File: src/hw/rtl/byte_stuffing_frame_decoder_unit_macros.svh
// Assertion helpers for the byte stuffing frame decoder.
`ifndef BYTE_STUFFING_FRAME_DECODER_UNIT_MACROS_SVH
`define BYTE_STUFFING_FRAME_DECODER_UNIT_MACROS_SVH

// expr must never hold while out of reset
`define BSFD_ASSERT_NEVER(label, clk, rst, expr) \
  label: assert property (@(posedge clk) disable iff (rst) !(expr)) \
    else $error("bsfd: forbidden condition seen");

// ante in a cycle requires cons in the same cycle
`define BSFD_ASSERT_IMP(label, clk, rst, ante, cons) \
  label: assert property (@(posedge clk) disable iff (rst) (ante) |-> (cons)) \
    else $error("bsfd: implication failed");

// ante in a cycle requires cons in the next cycle
`define BSFD_ASSERT_NEXT(label, clk, rst, ante, cons) \
  label: assert property (@(posedge clk) disable iff (rst) (ante) |=> (cons)) \
    else $error("bsfd: next-cycle implication failed");

`endif

File: src/hw/rtl/bsfd_pkg.sv
`default_nettype none

package bsfd_pkg;

  localparam int FRAME_BYTES_DEF = 16;

  localparam int CODE_W  = 8;
  localparam int KIND_W  = 2;
  localparam int POS_W   = 4;
  localparam int INDEX_W = 2;

  localparam logic [KIND_W-1:0] KIND_PAYLOAD = 2'd0;
  localparam logic [KIND_W-1:0] KIND_SHORT   = 2'd1;
  localparam logic [KIND_W-1:0] KIND_LONG    = 2'd2;

  localparam logic [INDEX_W-1:0] REG_BEGIN  = 2'd0;
  localparam logic [INDEX_W-1:0] REG_END    = 2'd1;
  localparam logic [INDEX_W-1:0] REG_ESCAPE = 2'd2;

  localparam logic [CODE_W-1:0] BEGIN_RST  = 8'd2;
  localparam logic [CODE_W-1:0] END_RST    = 8'd3;
  localparam logic [CODE_W-1:0] ESCAPE_RST = 8'd27;

  typedef struct packed {
    logic take;
    logic burst_start;
    logic rd_issue;
    logic rd_move;
  } bsfd_cmd_t;

  typedef struct packed {
    logic release_hit;
    logic rd_all_issued;
    logic rd_vld;
    logic rd_last;
    logic out_free;
  } bsfd_sts_t;

endpackage

`default_nettype wire

File: src/hw/rtl/bsfd_ctrl.sv
`default_nettype none

module bsfd_ctrl (
  input  wire logic                clk,
  input  wire logic                rst,
  input  wire logic                in_valid,
  output logic                     in_stall,
  input  wire bsfd_pkg::bsfd_sts_t sts,
  output bsfd_pkg::bsfd_cmd_t      cmd
);
  import bsfd_pkg::*;

  typedef enum logic {
    S_RUN,
    S_BURST
  } state_t;

  state_t state;

  always_comb begin
    cmd.take        = (state == S_RUN) && in_valid && sts.out_free;
    cmd.burst_start = cmd.take && sts.release_hit;
    cmd.rd_issue    = (state == S_BURST) && !sts.rd_all_issued &&
                      (!sts.rd_vld || sts.out_free);
    cmd.rd_move     = (state == S_BURST) && sts.rd_vld && sts.out_free;
    in_stall        = (state != S_RUN) || !sts.out_free;
  end

  always_ff @(posedge clk) begin
    if (rst) begin
      state <= S_RUN;
    end else begin
      case (state)
        S_RUN: begin
          if (cmd.burst_start) begin
            state <= S_BURST;
          end
        end
        S_BURST: begin
          if (cmd.rd_move && sts.rd_last) begin
            state <= S_RUN;
          end
        end
        default: state <= S_RUN;
      endcase
    end
  end

endmodule

`default_nettype wire

File: src/hw/rtl/bsfd_dp.sv
`default_nettype none

module bsfd_dp #(
  parameter int FRAME_BYTES = bsfd_pkg::FRAME_BYTES_DEF
) (
  input  wire logic                          clk,
  input  wire logic                          rst,
  input  wire logic                          cfg_wr_en,
  input  wire logic [bsfd_pkg::INDEX_W-1:0]  cfg_index,
  input  wire logic [bsfd_pkg::CODE_W-1:0]   cfg_data,
  input  wire logic [bsfd_pkg::CODE_W-1:0]   rx_byte,
  input  wire bsfd_pkg::bsfd_cmd_t           cmd,
  output bsfd_pkg::bsfd_sts_t                sts,
  output logic                               out_valid,
  input  wire logic                          out_stall,
  output logic [bsfd_pkg::KIND_W-1:0]        kind,
  output logic [bsfd_pkg::CODE_W-1:0]        payload,
  output logic [bsfd_pkg::POS_W-1:0]         position,
  output logic                               last
);
  import bsfd_pkg::*;

  localparam int IW = (FRAME_BYTES > 1) ? $clog2(FRAME_BYTES) : 1;
  localparam int CW = $clog2(FRAME_BYTES + 1);
  localparam logic [CW-1:0] FULL     = CW'(FRAME_BYTES);
  localparam logic [CW-1:0] LAST_IDX = CW'(FRAME_BYTES - 1);

  logic [CODE_W-1:0] begin_code;
  logic [CODE_W-1:0] end_code;
  logic [CODE_W-1:0] escape_code;

  logic          in_frame;
  logic          esc_pending;
  logic          prev_esc;
  logic [CW-1:0] fill;

  logic [CODE_W-1:0] mem [FRAME_BYTES];

  logic [CW-1:0]     rd_cnt;
  logic              rd_vld;
  logic [CODE_W-1:0] rd_data;
  logic [IW-1:0]     rd_pos;
  logic              rd_last;

  logic is_begin;
  logic is_end;
  logic is_esc;
  logic full;
  logic out_free;

  logic store;
  logic emit;
  logic [KIND_W-1:0] emit_kind;

  always_comb begin
    is_begin = (rx_byte == begin_code);
    is_end   = (rx_byte == end_code);
    is_esc   = (rx_byte == escape_code);
    full     = (fill == FULL);
    out_free = !out_valid || !out_stall;

    store     = 1'b0;
    emit      = 1'b0;
    emit_kind = KIND_SHORT;
    if (cmd.take && in_frame) begin
      if (full) begin
        emit      = !is_end;
        emit_kind = KIND_LONG;
      end else if (esc_pending) begin
        store = 1'b1;
      end else if (is_esc) begin
        store = 1'b0;
      end else if (is_end) begin
        emit      = 1'b1;
        emit_kind = KIND_SHORT;
      end else if (!is_begin) begin
        store = 1'b1;
      end
    end

    sts.release_hit   = in_frame && full && is_end;
    sts.rd_all_issued = (rd_cnt == FULL);
    sts.rd_vld        = rd_vld;
    sts.rd_last       = rd_last;
    sts.out_free      = out_free;
  end

  always_ff @(posedge clk) begin
    if (rst) begin
      begin_code  <= BEGIN_RST;
      end_code    <= END_RST;
      escape_code <= ESCAPE_RST;
    end else if (cfg_wr_en) begin
      case (cfg_index)
        REG_BEGIN:  begin_code  <= cfg_data;
        REG_END:    end_code    <= cfg_data;
        REG_ESCAPE: escape_code <= cfg_data;
        default: ;
      endcase
    end
  end

  // frame parsing state
  always_ff @(posedge clk) begin
    if (rst) begin
      in_frame    <= 1'b0;
      esc_pending <= 1'b0;
      prev_esc    <= 1'b0;
      fill        <= '0;
    end else if (cmd.take) begin
      prev_esc <= is_esc;
      if (!in_frame) begin
        if (is_begin && !prev_esc) begin
          in_frame    <= 1'b1;
          esc_pending <= 1'b0;
          fill        <= '0;
        end
      end else if (full || (!esc_pending && !is_esc && is_end)) begin
        in_frame    <= 1'b0;
        esc_pending <= 1'b0;
        fill        <= '0;
      end else if (esc_pending) begin
        esc_pending <= 1'b0;
        fill        <= fill + CW'(1);
      end else if (is_esc) begin
        esc_pending <= 1'b1;
      end else if (!is_begin) begin
        fill <= fill + CW'(1);
      end
    end
  end

  always_ff @(posedge clk) begin
    if (store) begin
      mem[fill[IW-1:0]] <= rx_byte;
    end
    if (cmd.rd_issue) begin
      rd_data <= mem[rd_cnt[IW-1:0]];
      rd_pos  <= rd_cnt[IW-1:0];
      rd_last <= (rd_cnt == LAST_IDX);
    end
  end

  always_ff @(posedge clk) begin
    if (rst) begin
      rd_cnt <= '0;
      rd_vld <= 1'b0;
    end else begin
      if (cmd.burst_start) begin
        rd_cnt <= '0;
      end else if (cmd.rd_issue) begin
        rd_cnt <= rd_cnt + CW'(1);
      end
      if (cmd.rd_issue) begin
        rd_vld <= 1'b1;
      end else if (cmd.rd_move) begin
        rd_vld <= 1'b0;
      end
    end
  end

  // result register
  always_ff @(posedge clk) begin
    if (rst) begin
      out_valid <= 1'b0;
    end else if (emit || cmd.rd_move) begin
      out_valid <= 1'b1;
    end else if (out_valid && !out_stall) begin
      out_valid <= 1'b0;
    end
  end

  always_ff @(posedge clk) begin
    if (emit) begin
      kind     <= emit_kind;
      payload  <= '0;
      position <= '0;
      last     <= 1'b1;
    end else if (cmd.rd_move) begin
      kind     <= KIND_PAYLOAD;
      payload  <= rd_data;
      position <= POS_W'(rd_pos);
      last     <= rd_last;
    end
  end

endmodule

`default_nettype wire

File: src/hw/rtl/byte_stuffing_frame_decoder_unit.sv
// Channel   Handshake            Payload
// in        in_valid / in_stall  rx_byte
// out       out_valid/ out_stall kind, payload, position, last
// cfg       cfg_wr_en            cfg_index, cfg_data
//
// One raw byte per cycle while no frame is being released.
// An end byte on a full frame starts a release of FRAME_BYTES results, one per
// cycle from the frame store read port unless output stalls; input stalls till
// the last is loaded. A stalled result register stalls input too.
// Synchronous reset restores the default codes and closes any open frame.
`default_nettype none

`include "byte_stuffing_frame_decoder_unit_macros.svh"

module byte_stuffing_frame_decoder_unit #(
  parameter int FRAME_BYTES = bsfd_pkg::FRAME_BYTES_DEF
) (
  input  wire logic                          clk,
  input  wire logic                          rst,
  input  wire logic                          cfg_wr_en,
  input  wire logic [bsfd_pkg::INDEX_W-1:0]  cfg_index,
  input  wire logic [bsfd_pkg::CODE_W-1:0]   cfg_data,
  input  wire logic                          in_valid,
  output logic                               in_stall,
  input  wire logic [bsfd_pkg::CODE_W-1:0]   rx_byte,
  output logic                               out_valid,
  input  wire logic                          out_stall,
  output logic [bsfd_pkg::KIND_W-1:0]        kind,
  output logic [bsfd_pkg::CODE_W-1:0]        payload,
  output logic [bsfd_pkg::POS_W-1:0]         position,
  output logic                               last
);
  import bsfd_pkg::*;

  bsfd_cmd_t cmd;
  bsfd_sts_t sts;

  bsfd_ctrl u_ctrl (
    .clk      (clk),
    .rst      (rst),
    .in_valid (in_valid),
    .in_stall (in_stall),
    .sts      (sts),
    .cmd      (cmd)
  );

  bsfd_dp #(
    .FRAME_BYTES (FRAME_BYTES)
  ) u_dp (
    .clk       (clk),
    .rst       (rst),
    .cfg_wr_en (cfg_wr_en),
    .cfg_index (cfg_index),
    .cfg_data  (cfg_data),
    .rx_byte   (rx_byte),
    .cmd       (cmd),
    .sts       (sts),
    .out_valid (out_valid),
    .out_stall (out_stall),
    .kind      (kind),
    .payload   (payload),
    .position  (position),
    .last      (last)
  );

  `BSFD_ASSERT_NEVER(a_take_in_burst, clk, rst, cmd.take && (cmd.rd_issue || cmd.rd_move))
  `BSFD_ASSERT_IMP(a_rd_blocks_input, clk, rst, sts.rd_vld, in_stall)
  `BSFD_ASSERT_NEXT(a_burst_fresh, clk, rst, cmd.burst_start, !sts.rd_all_issued && !sts.rd_vld)
  `BSFD_ASSERT_IMP(a_error_shape, clk, rst, out_valid && (kind != KIND_PAYLOAD), last && (payload == '0) && (position == '0))

endmodule

`default_nettype wire

File: config.mk
export PLATFORM = sky130hd
export DESIGN_NAME = byte_stuffing_frame_decoder_unit
export DESIGN_NICKNAME = d
export VERILOG_FILES = /design/src/hw/rtl/bsfd_pkg.sv /design/src/hw/rtl/bsfd_ctrl.sv /design/src/hw/rtl/bsfd_dp.sv /design/src/hw/rtl/byte_stuffing_frame_decoder_unit.sv
export VERILOG_INCLUDE_DIRS = /design/src /design/src/hw/rtl
export SDC_FILE = /design/constraint.sdc
export NUM_CORES = 1
export LEC_CHECK = 0
export ABC_AREA = 1
export BUFFER_PORTS_ARGS = -buffer_cell sky130_fd_sc_hd__buf_2
export CORE_AREA = 2 2 125 127
export DETAILED_ROUTE_END_ITERATION = 6
export DIE_AREA = 0 0 127 129
export HOLD_SLACK_MARGIN = 0.05
export PLACE_DENSITY = 0.83
export RECOVER_POWER = 25
export SETUP_SLACK_MARGIN = 0.2
export SYNTH_ARGS = -nofsm -noshare
export SYNTH_HDL_FRONTEND = slang
export SYNTH_SLANG_ARGS = --single-unit
File: constraint.sdc
create_clock -name clk -period 2.7 [get_ports clk]
set_clock_uncertainty 0.05 [all_clocks]
set_input_delay 0.27 -clock clk [delete_from_list [all_inputs] [get_ports clk]]
set_output_delay 0.27 -clock clk [all_outputs]
set_load 0.01 [all_outputs]
# Word level (Yosys, flattened, before mapping)

Memory sizes are Yosys's and may differ from the RTL's. A register that Yosys moved wholly into a read port is not among the register bits.
Cells that the tools add are included.

Add/subtract/negate cells: 2
Eq/ne operators: 10
Mux-type cells: 38
Bitwise operators: 1
Reduce and logical (&&, ||, !) cells: 40

Operators with widths:

| kind                                                                   | count |
|---|---|
| 5-bit two-way mux                                                      | 6 |
| 1-bit two-way mux                                                      | 27 |
| 8-bit equality test                                                    | 3 |
| 1-bit logical AND                                                      | 15 |
| 5-bit by 1-bit adder with 5-bit output (second input constant)         | 2 |
| 5-bit equality test (second input constant)                            | 2 |
| 1-bit zero test                                                        | 9 |
| 2-bit two-way mux                                                      | 4 |
| 4-bit != test (second input constant)                                  | 2 |
| 2-bit AND reduction                                                    | 4 |
| 2-bit nonzero test                                                     | 4 |
| 5-bit by 4-bit equality test with 1-bit output (second input constant) | 1 |
| 1-bit logical OR                                                       | 5 |
| 4-bit AND reduction                                                    | 1 |
| 2-bit by 1-bit equality test with 1-bit output (second input constant) | 1 |
| 2-bit equality test (second input constant)                            | 1 |
| 2-bit zero test                                                        | 1 |
| 1-bit case mux with 2 select lines                                     | 1 |
| 2-bit OR reduction                                                     | 1 |
| 1-bit NOT                                                              | 1 |

Register bits: 60
Bits in writable memories: 128
Input port bits: 23
Output and inout bits: 17
Word-level logic and storage cells: 109
Memories kept: 1

Memories:

| memory   | words | width | read ports | clocked after Yosys merged registers in | write ports | line          | source |
|---|---|---|---|---|---|---|---|
| u_dp.mem | 16    | 8     | 1          | 1                                       | 1           | bsfd_dp.sv:37 | `logic [CODE_W-1:0] mem [FRAME_BYTES];` |

# Depth between registers and ports, before layout

Gate-level depths: netlist (run 1).

Depth in word-level cells: 9
Mapped depth: 13
Gate-level depth less buffers: 13

# Modules after synthesis

From an unflattened synthesis (run 1), not the netlist that was laid out.

Cell total of the unflattened synthesis: 799
Area, all modules: 8111.5 µm²

Modules (own cells, without submodules):

| module    | times used | cells an instance | area an instance (µm²) | seq. area each (µm²) |
|---|---|---|---|---|
| bsfd_dp   | 1          | 785               | 8034.0                 | 5335.1 |
| bsfd_ctrl | 1          | 14                | 77.6                   | 20.0 |

# Worst setup path after synthesis (run 1)

OpenSTA, ideal clock, no wires.

Kind: flip-flop to flip-flop
Start point: register u_dp.out_valid
End point: memory u_dp.mem[4][0], enable pin
Setup time: 0.383 ns
Arrival: 1.681 ns
Required time: 2.267 ns
Slack: 0.585 ns
Cell stages (with the launch flop): 9
Buffers on the path: 1
Clock period less this slack: 2.115 ns
Cell sequence: dfxtp_1 > nand2_1 > nand3_1 > inv_1 > nand2_1 > inv_2 > nand3_4 > buf_6 > nor3_1

Word-level cells in the longest chain between the ends: 7

RTL lines:

| item                                    | line            | source |
|---|---|---|
| start: declaration                      | bsfd_dp.sv:14   | `output logic out_valid,` |
| start signal: assignment                | bsfd_dp.sv:165  | `out_valid <= 1'b0;` |
| start signal: assignment                | bsfd_dp.sv:167  | `out_valid <= 1'b1;` |
| start signal: assignment                | bsfd_dp.sv:169  | `out_valid <= 1'b0;` |
| 1-bit zero test                         | bsfd_dp.sv:60   | `out_free = !out_valid \|\| !out_stall;` |
| 1-bit logical OR                        | bsfd_dp.sv:60   |  |
| 1-bit logical AND                       | bsfd_ctrl.sv:21 | `cmd.take = (state == S_RUN) && in_valid && sts.out_free;` |
| 1-bit logical AND                       | bsfd_dp.sv:65   | `if (cmd.take && in_frame) begin` |
| 1-bit two-way mux                       | bsfd_dp.sv:65   |  |
| 1-bit two-way mux                       | bsfd_dp.sv:134  | `if (store) begin` |
| 1-bit two-way mux (implied by the code) | bsfd_dp.sv:135  | `mem[fill[IW-1:0]] <= rx_byte;` |
| end: declaration                        | bsfd_dp.sv:37   |  |

No other way between the ends.

# Worst setup path in the final report (run 1)

Start point: input port rx_byte[5] (netlist bit)
End point: memory u_dp.mem[13][7], enable pin

Word-level cells in the longest chain between the ends: 9
Elaborated cells between the ends (all ways): 11
Those cells by class: eq/ne (3); mux (8)

RTL lines:

| item                                        | line                                   | source |
|---|---|---|
| start: declaration                          | byte_stuffing_frame_decoder_unit.sv:25 | `input wire logic [bsfd_pkg::CODE_W-1:0] rx_byte,` |
| 8-bit equality test                         | bsfd_dp.sv:56                          | `is_begin = (rx_byte == begin_code);` |
| 1-bit two-way mux                           | bsfd_dp.sv:76                          | `end else if (!is_begin) begin` |
| 1-bit two-way mux                           | bsfd_dp.sv:73                          | `end else if (is_end) begin` |
| 1-bit two-way mux (*)                       | bsfd_dp.sv:71                          | `end else if (is_esc) begin` |
| 1-bit two-way mux (*)                       | bsfd_dp.sv:69                          | `end else if (esc_pending) begin` |
| 1-bit two-way mux (*)                       | bsfd_dp.sv:66                          | `if (full) begin` |
| 1-bit two-way mux (*)                       | bsfd_dp.sv:65                          |  |
| 1-bit two-way mux (*)                       | bsfd_dp.sv:134                         |  |
| 1-bit two-way mux (implied by the code) (*) | bsfd_dp.sv:135                         |  |

Mark *: on every way between the ends. The rest lies on a longest branch, timed or not.

==> impl_metrics.toml, run 1 <==
[critical_path]
critical_path_arrival_ns = 2.40
crit_path_cell_trace = "clkbuf_1 -> nand2_1 -> nand4_1 -> nor2_1 -> nand2_1 -> nand3_1 -> nand2_2 -> nand3_4 -> nor3_1 -> buf_4"
path_class = "in -> reg"
cpPeakStageDelay_ns = 0.67
critPathSlowestCell = "clkbuf_1"
cp_max_fo = 20
path_buf_inv = 2
cp-end-kind = "flop"
cpMostUsedCell = "nand2_1"
start_kind = "input port"
critPathTopFamily = "simple AND/OR/NAND/NOR gates"
required_ns = 2.78

[cts]
root_buffer = "clkbuf_16"
clock_path_buffers = 2
cts.clk_slew.worst_paths_ns = 0.06
cts_buffers = 17
cts.sink_count = 196
tritoncts = "yes"
cts_setup_buffers = 0
h-tree-depth = 4
insertion_delay_ns = 0.43

[cells_and_area]
nFillCells = 1139
fin_nets = 885
num_antenna_cells = 0
drive_gt1_share_pct = 15.55
multi_input_area_um2 = 2512
syn2layout_area_growth_pct = 13.47
seq_area_um2 = 5356

[routing]
drt_iter0_drc = 651
dr.pass1.iters = 5
num_vias = 5884
postRouteAntennaNets = 0
wirelength_um = 18350
wl_per_cell_um = 17.38
drc_errors = 0
vias_per_cell = 5.572

[sta]
hold_viol = 0
period_share_pct = 85.99
setup_ws_ns = 0.3782
rsz0062_at_grt = "no"
fin_crit_ns = 2.322
slew_headroom_pct = 38.37
setup_viol = 0
tns_ns = 0
clock.fmax_mhz = 430.7
fin_hold_ws_ns = 0.06932
tightest_slew_ns = 0.9210
drv_slew = 0

[power_and_ir_drop]
leakage_nw = 3.543
cellPowerDensity_nw_per_um2 = 627.1
vdd_drop_max_v = 0.0004603
power.total_mw = 5.875

[logic_synthesis]
syn_area_um2 = 8257
ys_types = 36
ys_seq_elements = 196
netlist_instances = 793
syn_nets = 823
seq_area_frac_synth_pct = 64.86
avgSynthCellArea_um2 = 10.41
ys_warn_count = 0

[min_path]
hp-class = "in -> reg"

[place]
portBuffers = 39
place_hpwl_um = 11600
routabilityCongestion = 0.8836
place_ws_ns = 0.3513

[floorplan]
die_w_um = 127
die_h_um = 129
fp-row-count = 45
coreArea_um2 = 14980
die-area_um2 = 16380
io_pins = 40
start_util_pct = 55.13

[grt]
grt_max_degree = 66
grt_overflow = 0
antenna_found_initial = 0
grtUsageTotal_pct = 23.34
grt_pass1_wl_um = 28900
grt_pass1_vias = 5667

[status]
outcome = "finished clean"

[job]
maxCapViolCount = 0
[tightest hold or removal path, stage by stage]
cell and delay (ns):
buf_2 0.10, nor2_1 0.05, nor2_1 0.09
[logic make-up after synthesis]
logic type | after synthesis | share of synthesized area, %
flip-flops | 196 | 64.86
AO/OA/AOI/OAI | 154 | 10.53
buffers and inverters | 93 | 4.713
AND/OR/NAND/NOR | 330 | 17.37
adder cells (fa/ha/maj) | 7 | 1.061
XOR/XNOR | 13 | 1.470
[power breakdown]
part	internal, mW	switching, mW	total, mW
Clock	1.35	1.07	2.42
Sequential	3.24	0.0148	3.26
Combinational	0.0674	0.128	0.195
[flip-flops by register name, summed over array words and instances, names as in the netlist, 4 cells and up]
signal,count
u_dp.begin_code,8
u_dp.end_code,8
u_dp.escape_code,8
u_dp.fill,5
u_dp.mem,128
u_dp.payload,8
u_dp.position,4
u_dp.rd_cnt,5
u_dp.rd_data,8
u_dp.rd_pos,4
[timing repair]
| item | CTS | global route |
|---|---|---|
| hold endpoints to repair | 12 | 0 |
| hold buffers | 6 | 0 |
| resized for setup | 0 | 0 |
[cells in the final DEF, fill, tap and decap left out, drive strengths merged]
cell	synthesis	layout
nand4	9	9
dlygate4sd3	0	6
nor3b	1	1
clkinvlp	0	4
or2	1	1
ha	7	7
o21ai	86	86
xor2	2	2
inv	61	62
clkbuf	21	23
buf	10	63
nor3	21	21
xnor2	11	11
bufinv	0	2
edfxtp	143	143
o22ai	32	32
dfxtp	53	53
clkinv	1	8
nor2	117	117
o211ai	4	4
nand2	161	161
a31o	1	1
nand3	20	20
a21oi	31	31
[final timing paths]
| kind | start | slack, ns | endpoint | cells past startpoint |
|---|---|---|---|---|
| worst min-delay path | cfg_data[6] | 0.07 | u_dp.begin_code[6]$_SDFFE_PP0P_ | 3 |
| worst max-delay path | rx_byte[5] | 0.38 | u_dp.mem[13][7]$_DFFE_PP_ | 10 |
| worst max register to register | u_dp.end_code[1]$_SDFFE_PP1P_ | 0.55 | u_dp.mem[13][7]$_DFFE_PP_ | 12 |
| worst min register to register | u_dp.payload[7]$_SDFFE_PP0P_ | 0.41 | u_dp.payload[7]$_SDFFE_PP0P_ | 2 |
[metrics by stage]
stage / area (um^2) / instances / util, %
after floorplan: 8257 / 793 / -
after global placement: 8752 / 1018 / 58.44
after detailed placement: 8752 / 1018 / 58.44
after CTS: 9378 / 1056 / 62.61
after global routing: 9369 / 1056 / 62.56
final: 9369 / 1056 / 62.56
[cell usage after synthesis, drive strengths merged]
cell type,number,area (um^2)
nand2,161,634.4
edfxtp,143,4294
nor2,117,459.2
o21ai,86,434.2
inv,61,231.5
dfxtp,53,1061
o22ai,32,200.2
a21oi,31,196.4
clkbuf,21,78.83
nor3,21,140.1
nand3,20,130.1
xnor2,11,103.9
buf,10,75.07
nand4,9,56.30
ha,7,87.58
o211ai,4,30.03
xor2,2,17.52
a31o,1,8.760
clkinv,1,3.750
nor3b,1,7.510
or2,1,6.260
[per-layer routing]
layer,vias up,GRT usage (%),wire length [um],share of wire [%]
met5,-,0,0,0
met4,0,10.41,491,2.7
met3,41,5.572,1416,7.7
met2,242,38.01,8829,48
met1,2759,30.11,7614,41
li1,2842,-,-,-
[area by class of cell]
type,count,area share [%]
Inverter,62,2.511
Clock inverter,14,1.456
Multi-Input combinational cell,504,26.82
Tap cell,188,2.511
Sequential cell,196,57.17
Timing Repair Buffer,74,4.955
Clock buffer,18,4.581
Power figures use the tool's default switching activity.
==> run 2, diff against run 1 <==
--- a/config.mk
+++ b/config.mk
@@ -7,12 +7,12 @@
 export NUM_CORES = 1
 export LEC_CHECK = 0
 export ABC_AREA = 1
-export BUFFER_PORTS_ARGS = -buffer_cell sky130_fd_sc_hd__buf_2
 export CORE_AREA = 2 2 125 127
 export DETAILED_ROUTE_END_ITERATION = 6
 export DIE_AREA = 0 0 127 129
+export DONT_BUFFER_PORTS = 1
 export HOLD_SLACK_MARGIN = 0.05
-export PLACE_DENSITY = 0.83
+export PLACE_DENSITY = 0.8
 export RECOVER_POWER = 25
 export SETUP_SLACK_MARGIN = 0.2
 export SYNTH_ARGS = -nofsm -noshare
==> run 2 against run 1 <==
Power increased by 4.0%. Maximum frequency up 0.17%. Global-route usage down 0.33 points. Sequential power about the same. Combinational power is 7% lower. Worst setup slack improved by 0.0039 ns. First-iteration DRC count down 23%. Via count fell by 2.7%. Register-to-register slack got worse by 0.03 ns. Clock power increased by 10%. Sequential share of layout area up 0.35 points. Highest routed layer unchanged.
==> impl_metrics.toml, run 2 (synthesized netlist as in run 1, its figures left out) <==
[power_and_ir_drop]
leakage_nw = 3.404
power.total_mw = 6.112
cellPowerDensity_nw_per_um2 = 656.4
vdd_drop_max_v = 0.0006991

[critical_path]
cp_max_fo = 8
critical_path_arrival_ns = 2.65
required_ns = 3.03
cp-end-kind = "flop"
path_class = "in -> reg"
start_kind = "input port"

[place]
routabilityCongestion = 0.8309
place_hpwl_um = 11100
placement.cell_area_um2 = 8459
portBuffers = 0

[cts]
insertion_delay_ns = 0.44
cts.sink_count = 196
root_buffer = "clkbuf_16"
cts.clk_slew.worst_paths_ns = 0.07
postCtsResizedCells = 0
h-tree-depth = 4
clock_path_buffers = 2
tritoncts = "yes"
cts_setup_buffers = 0
hold_buffers = 23
cts_buffers = 17

[grt]
grt_pass1_vias = 5401
grt_max_degree = 66
grt_pass1_wl_um = 28430
grtUsageTotal_pct = 23.01
antenna_found_initial = 0
grt_overflow = 0

[routing]
wl_per_cell_um = 17.50
num_vias = 5723
dr.pass1.iters = 5
drc_errors = 0
postRouteAntennaNets = 0
vias_per_cell = 5.605
wirelength_um = 17860
drt_iter0_drc = 500

[sta]
setup_viol = 0
hold_viol = 0
drv_slew = 0
slew_headroom_pct = 49.66
clock.fmax_mhz = 431.4
rsz0062_at_grt = "no"
tns_ns = 0
tightest_slew_ns = 0.7543
fin_crit_ns = 2.318
period_share_pct = 85.85

[cells_and_area]
largest_reg_flops = 128
stdcell_area_um2 = 9311
fin_nets = 850
drive_gt1_share_pct = 10.80
syn2layout_area_growth_pct = 12.77
layout_commonest_cell = "nand2_1"
num_antenna_cells = 0
layout_common_cells = "155 x nand2_1, 143 x edfxtp_1, 111 x nor2_1"

[floorplan]
fp-row-count = 45
die_h_um = 129
die_w_um = 127
start_util_pct = 55.13
coreArea_um2 = 14980
io_pins = 40
die-area_um2 = 16380

[status]
outcome = "finished clean"

[min_path]
hp-class = "in -> reg"

[job]
maxCapViolCount = 0
-- run 2: stage by stage --
| stage | worst slack (ns) | hold WS [ns] | utilization, % | cells |
|---|---|---|---|---|
| floorplan | 0.5852 | 0.2891 | - | 793 |
| global placement | 0.6406 | 0.2931 | 56.48 | 966 |
| detailed placement | 0.5312 | 0.2975 | 56.48 | 966 |
| CTS | 0.4495 | 0.05056 | 62.20 | 1021 |
| global route | 0.3113 | 0.09943 | 62.17 | 1021 |
| finish | 0.3821 | 0.07598 | 62.17 | 1021 |
-- run 2: per-layer routing --
layer  up-vias  routed length [um]  GRT usage [%]
met5         -                   0              0
met4         0                 578          10.80
met3        44                1102          5.696
met2       200                8852          37.92
met1      2705                7328          28.92
li1       2774                   -              -
-- run 2: worst paths after layout --
path                                 start                                to  cells past startpoint  slack [ns]
max reg2reg    u_dp.out_valid$_SDFFE_PP0P_         u_dp.mem[12][3]$_DFFE_PP_                      7        0.52
min                           cfg_index[1]   u_dp.begin_code[3]$_SDFFE_PP0P_                      3        0.08
max                           cfg_index[0]  u_dp.escape_code[0]$_SDFFE_PP1P_                      6        0.38
min reg2reg  u_dp.end_code[2]$_SDFFE_PP0P_     u_dp.end_code[2]$_SDFFE_PP0P_                      2        0.42
-- run 2: power breakdown --
group | switching, mW | internal [mW] | total (mW)
registers | 0.0170 | 3.24 | 3.26
clock network | 1.11 | 1.56 | 2.67
logic | 0.114 | 0.0677 | 0.182
-- run 2: final cells by class --
type	instances	area, um^2
inverter	62	235.2
tap	188	235.2
timing repair buffer	39	346.6
multi-input combinational	504	2512
clock inverter	14	196.4
fill	1186	5665
sequential	196	5356
clock buffer	18	429.2
-- run 2: critical path, cell delays in order --
cell and delay (ns):
dlygate4sd3_1 0.55, nor3_2 0.49, nand2_1 0.11, dlygate4sd3_1 0.59, o211ai_1 0.08, dlygate4sd3_1 0.56
==> run 3, diff against run 2 <==
==> constraint.sdc (replaced) <==
create_clock -name clk -period 2.7 [get_ports clk]
set_clock_uncertainty 0.05 [all_clocks]
set_input_delay 0.405 -clock clk [delete_from_list [all_inputs] [get_ports clk]]
set_output_delay 0.405 -clock clk [all_outputs]
set_load 0.01 [all_outputs]
==> run 3 against run 2 <==
Critical path depth is 5 higher. Wire length is 0.22% lower. Design area is 0.59% lower. Count of clock-buffer cells in the layout is 1 higher. Via count is 0.10% lower. Critical endpoint is now u_dp.mem[7][4]$_DFFE_PP_. Register-to-register slack better by 0.03 ns. Highest routed layer unchanged.
==> impl_metrics.toml, run 3 (synthesized netlist as in run 1, its figures left out) <==
[status]
outcome = "finished clean"

[grt]
grt_pass1_vias = 5500
grtUsageTotal_pct = 22.74
grt_overflow = 0
grt_max_degree = 66
antenna_found_initial = 0
grt_pass1_wl_um = 28040

[floorplan]
die_w_um = 127
coreArea_um2 = 14980
die-area_um2 = 16380
fp-row-count = 45
io_pins = 40
start_util_pct = 55.13
die_h_um = 129

[sta]
fin_crit_ns = 2.149
drv_slew = 0
tns_ns = 0
period_share_pct = 79.60
hold_viol = 0
rsz0062_at_grt = "no"
slew_headroom_pct = 32.26
fin_hold_ws_ns = 0.06527
setup_viol = 0
clock.fmax_mhz = 465.3
tightest_slew_ns = 1.016

[job]
maxCapViolCount = 0

[routing]
wl_per_cell_um = 17.49
postRouteAntennaNets = 0
wirelength_um = 17820
dr.pass1.iters = 5
num_vias = 5717
vias_per_cell = 5.610
drc_errors = 0
drt_iter0_drc = 630

[critical_path]
cp_max_fo = 16
start_kind = "flop"
path_buf_inv = 2
cp-end-kind = "flop"
critPathSlowestCell = "nor3_2"
r2r_start = "u_dp.end_code[0]$_SDFFE_PP1P_"
crit_start = "u_dp.end_code[0]$_SDFFE_PP1P_"
crit_path_cell_trace = "inv_1 -> nand2_1 -> nand2_1 -> inv_1 -> nand2_1 -> nor2_1 -> nand2_1 -> nand3_1 -> nand2_2 -> nand3_4 -> nor3_2"
critical_path_arrival_ns = 2.16
cpPeakStageDelay_ns = 0.56
critPathTopFamily = "simple AND/OR/NAND/NOR gates"
cpMostUsedCell = "nand2_1"
path_class = "reg -> reg"
required_ns = 2.71

[cts]
postCtsResizedCells = 0
tritoncts = "yes"
cts_setup_buffers = 0
hold_buffers = 13
cts_buffers = 17
clock_path_buffers = 2
insertion_delay_ns = 0.43
cts.clk_slew.worst_paths_ns = 0.07
h-tree-depth = 4
cts.sink_count = 196
root_buffer = "clkbuf_16"

[min_path]
min_from = "cfg_data[7]"
hp-class = "in -> reg"

[cells_and_area]
stdcell_area_um2 = 9256
layout_common_cells = "155 x nand2_1, 143 x edfxtp_1, 112 x nor2_1"
largest_reg_flops = 128
syn2layout_area_growth_pct = 12.11
fin_cells = 1019
num_antenna_cells = 0
fin_nets = 848
drive_gt1_share_pct = 11.43
fin_util_pct = 61.80
layout_commonest_cell = "nand2_1"

[place]
portBuffers = 0
place_hpwl_um = 11230
routabilityCongestion = 0.9213
dp_cells = 974
placement.cell_area_um2 = 8519

[power_and_ir_drop]
vdd_drop_max_v = 0.0004449
leakage_nw = 3.425
cellPowerDensity_nw_per_um2 = 652.2
-- run 3: cell types whose count changed in the layout (fill, tap and decap cells not counted), sizes merged --
cell,previous run,this run
buf,15,23
clkbuf,19,20
clkinv,3,7
clkinvlp,3,0
dlygate4sd3,23,13
inv,66,64
-- run 3: power breakdown --
| group | internal [mW] | switching [mW] |
|---|---|---|
| combinational | 0.0599 | 0.105 |
| sequential | 3.24 | 0.0183 |
| clock | 1.55 | 1.06 |
-- run 3: through the flow --
step	power [mW]	setup WS [ns]
floorplan	3.427	0.4534
global placement	3.445	0.5956
detailed placement	3.448	0.5120
CTS	6.059	0.5768
global route	6.198	0.3505
finish	6.037	0.5508
-- run 3: path summary, 6_finish.rpt --
check        cells after the start                               to  slack [ns]
max reg2reg                     11         u_dp.mem[7][4]$_DFFE_PP_        0.55
min reg2reg                      2    u_dp.end_code[4]$_SDFFE_PP0P_        0.42
min                              2  u_dp.begin_code[7]$_SDFFE_PP0P_        0.07
max                             11         u_dp.mem[7][4]$_DFFE_PP_        0.55
-- run 3: cell type report --
class / instances / area (um^2)
inverter: 62 / 235.2
tap: 188 / 235.2
fill: 1155 / 5720
timing repair buffer: 37 / 306.5
multi-input combinational: 504 / 2510
clock buffer: 19 / 432.9
clock inverter: 13 / 180.2
sequential: 196 / 5356
-- run 3: metal layers --
metal / track usage, % / vias up / routed length (um)
met4: 10.80 / 0 / 619
li1: - / 2775 / -
met2: 35.96 / 246 / 8435
met3: 5.530 / 40 / 1412
met5: 0 / - / 0
met1: 29.90 / 2656 / 7357
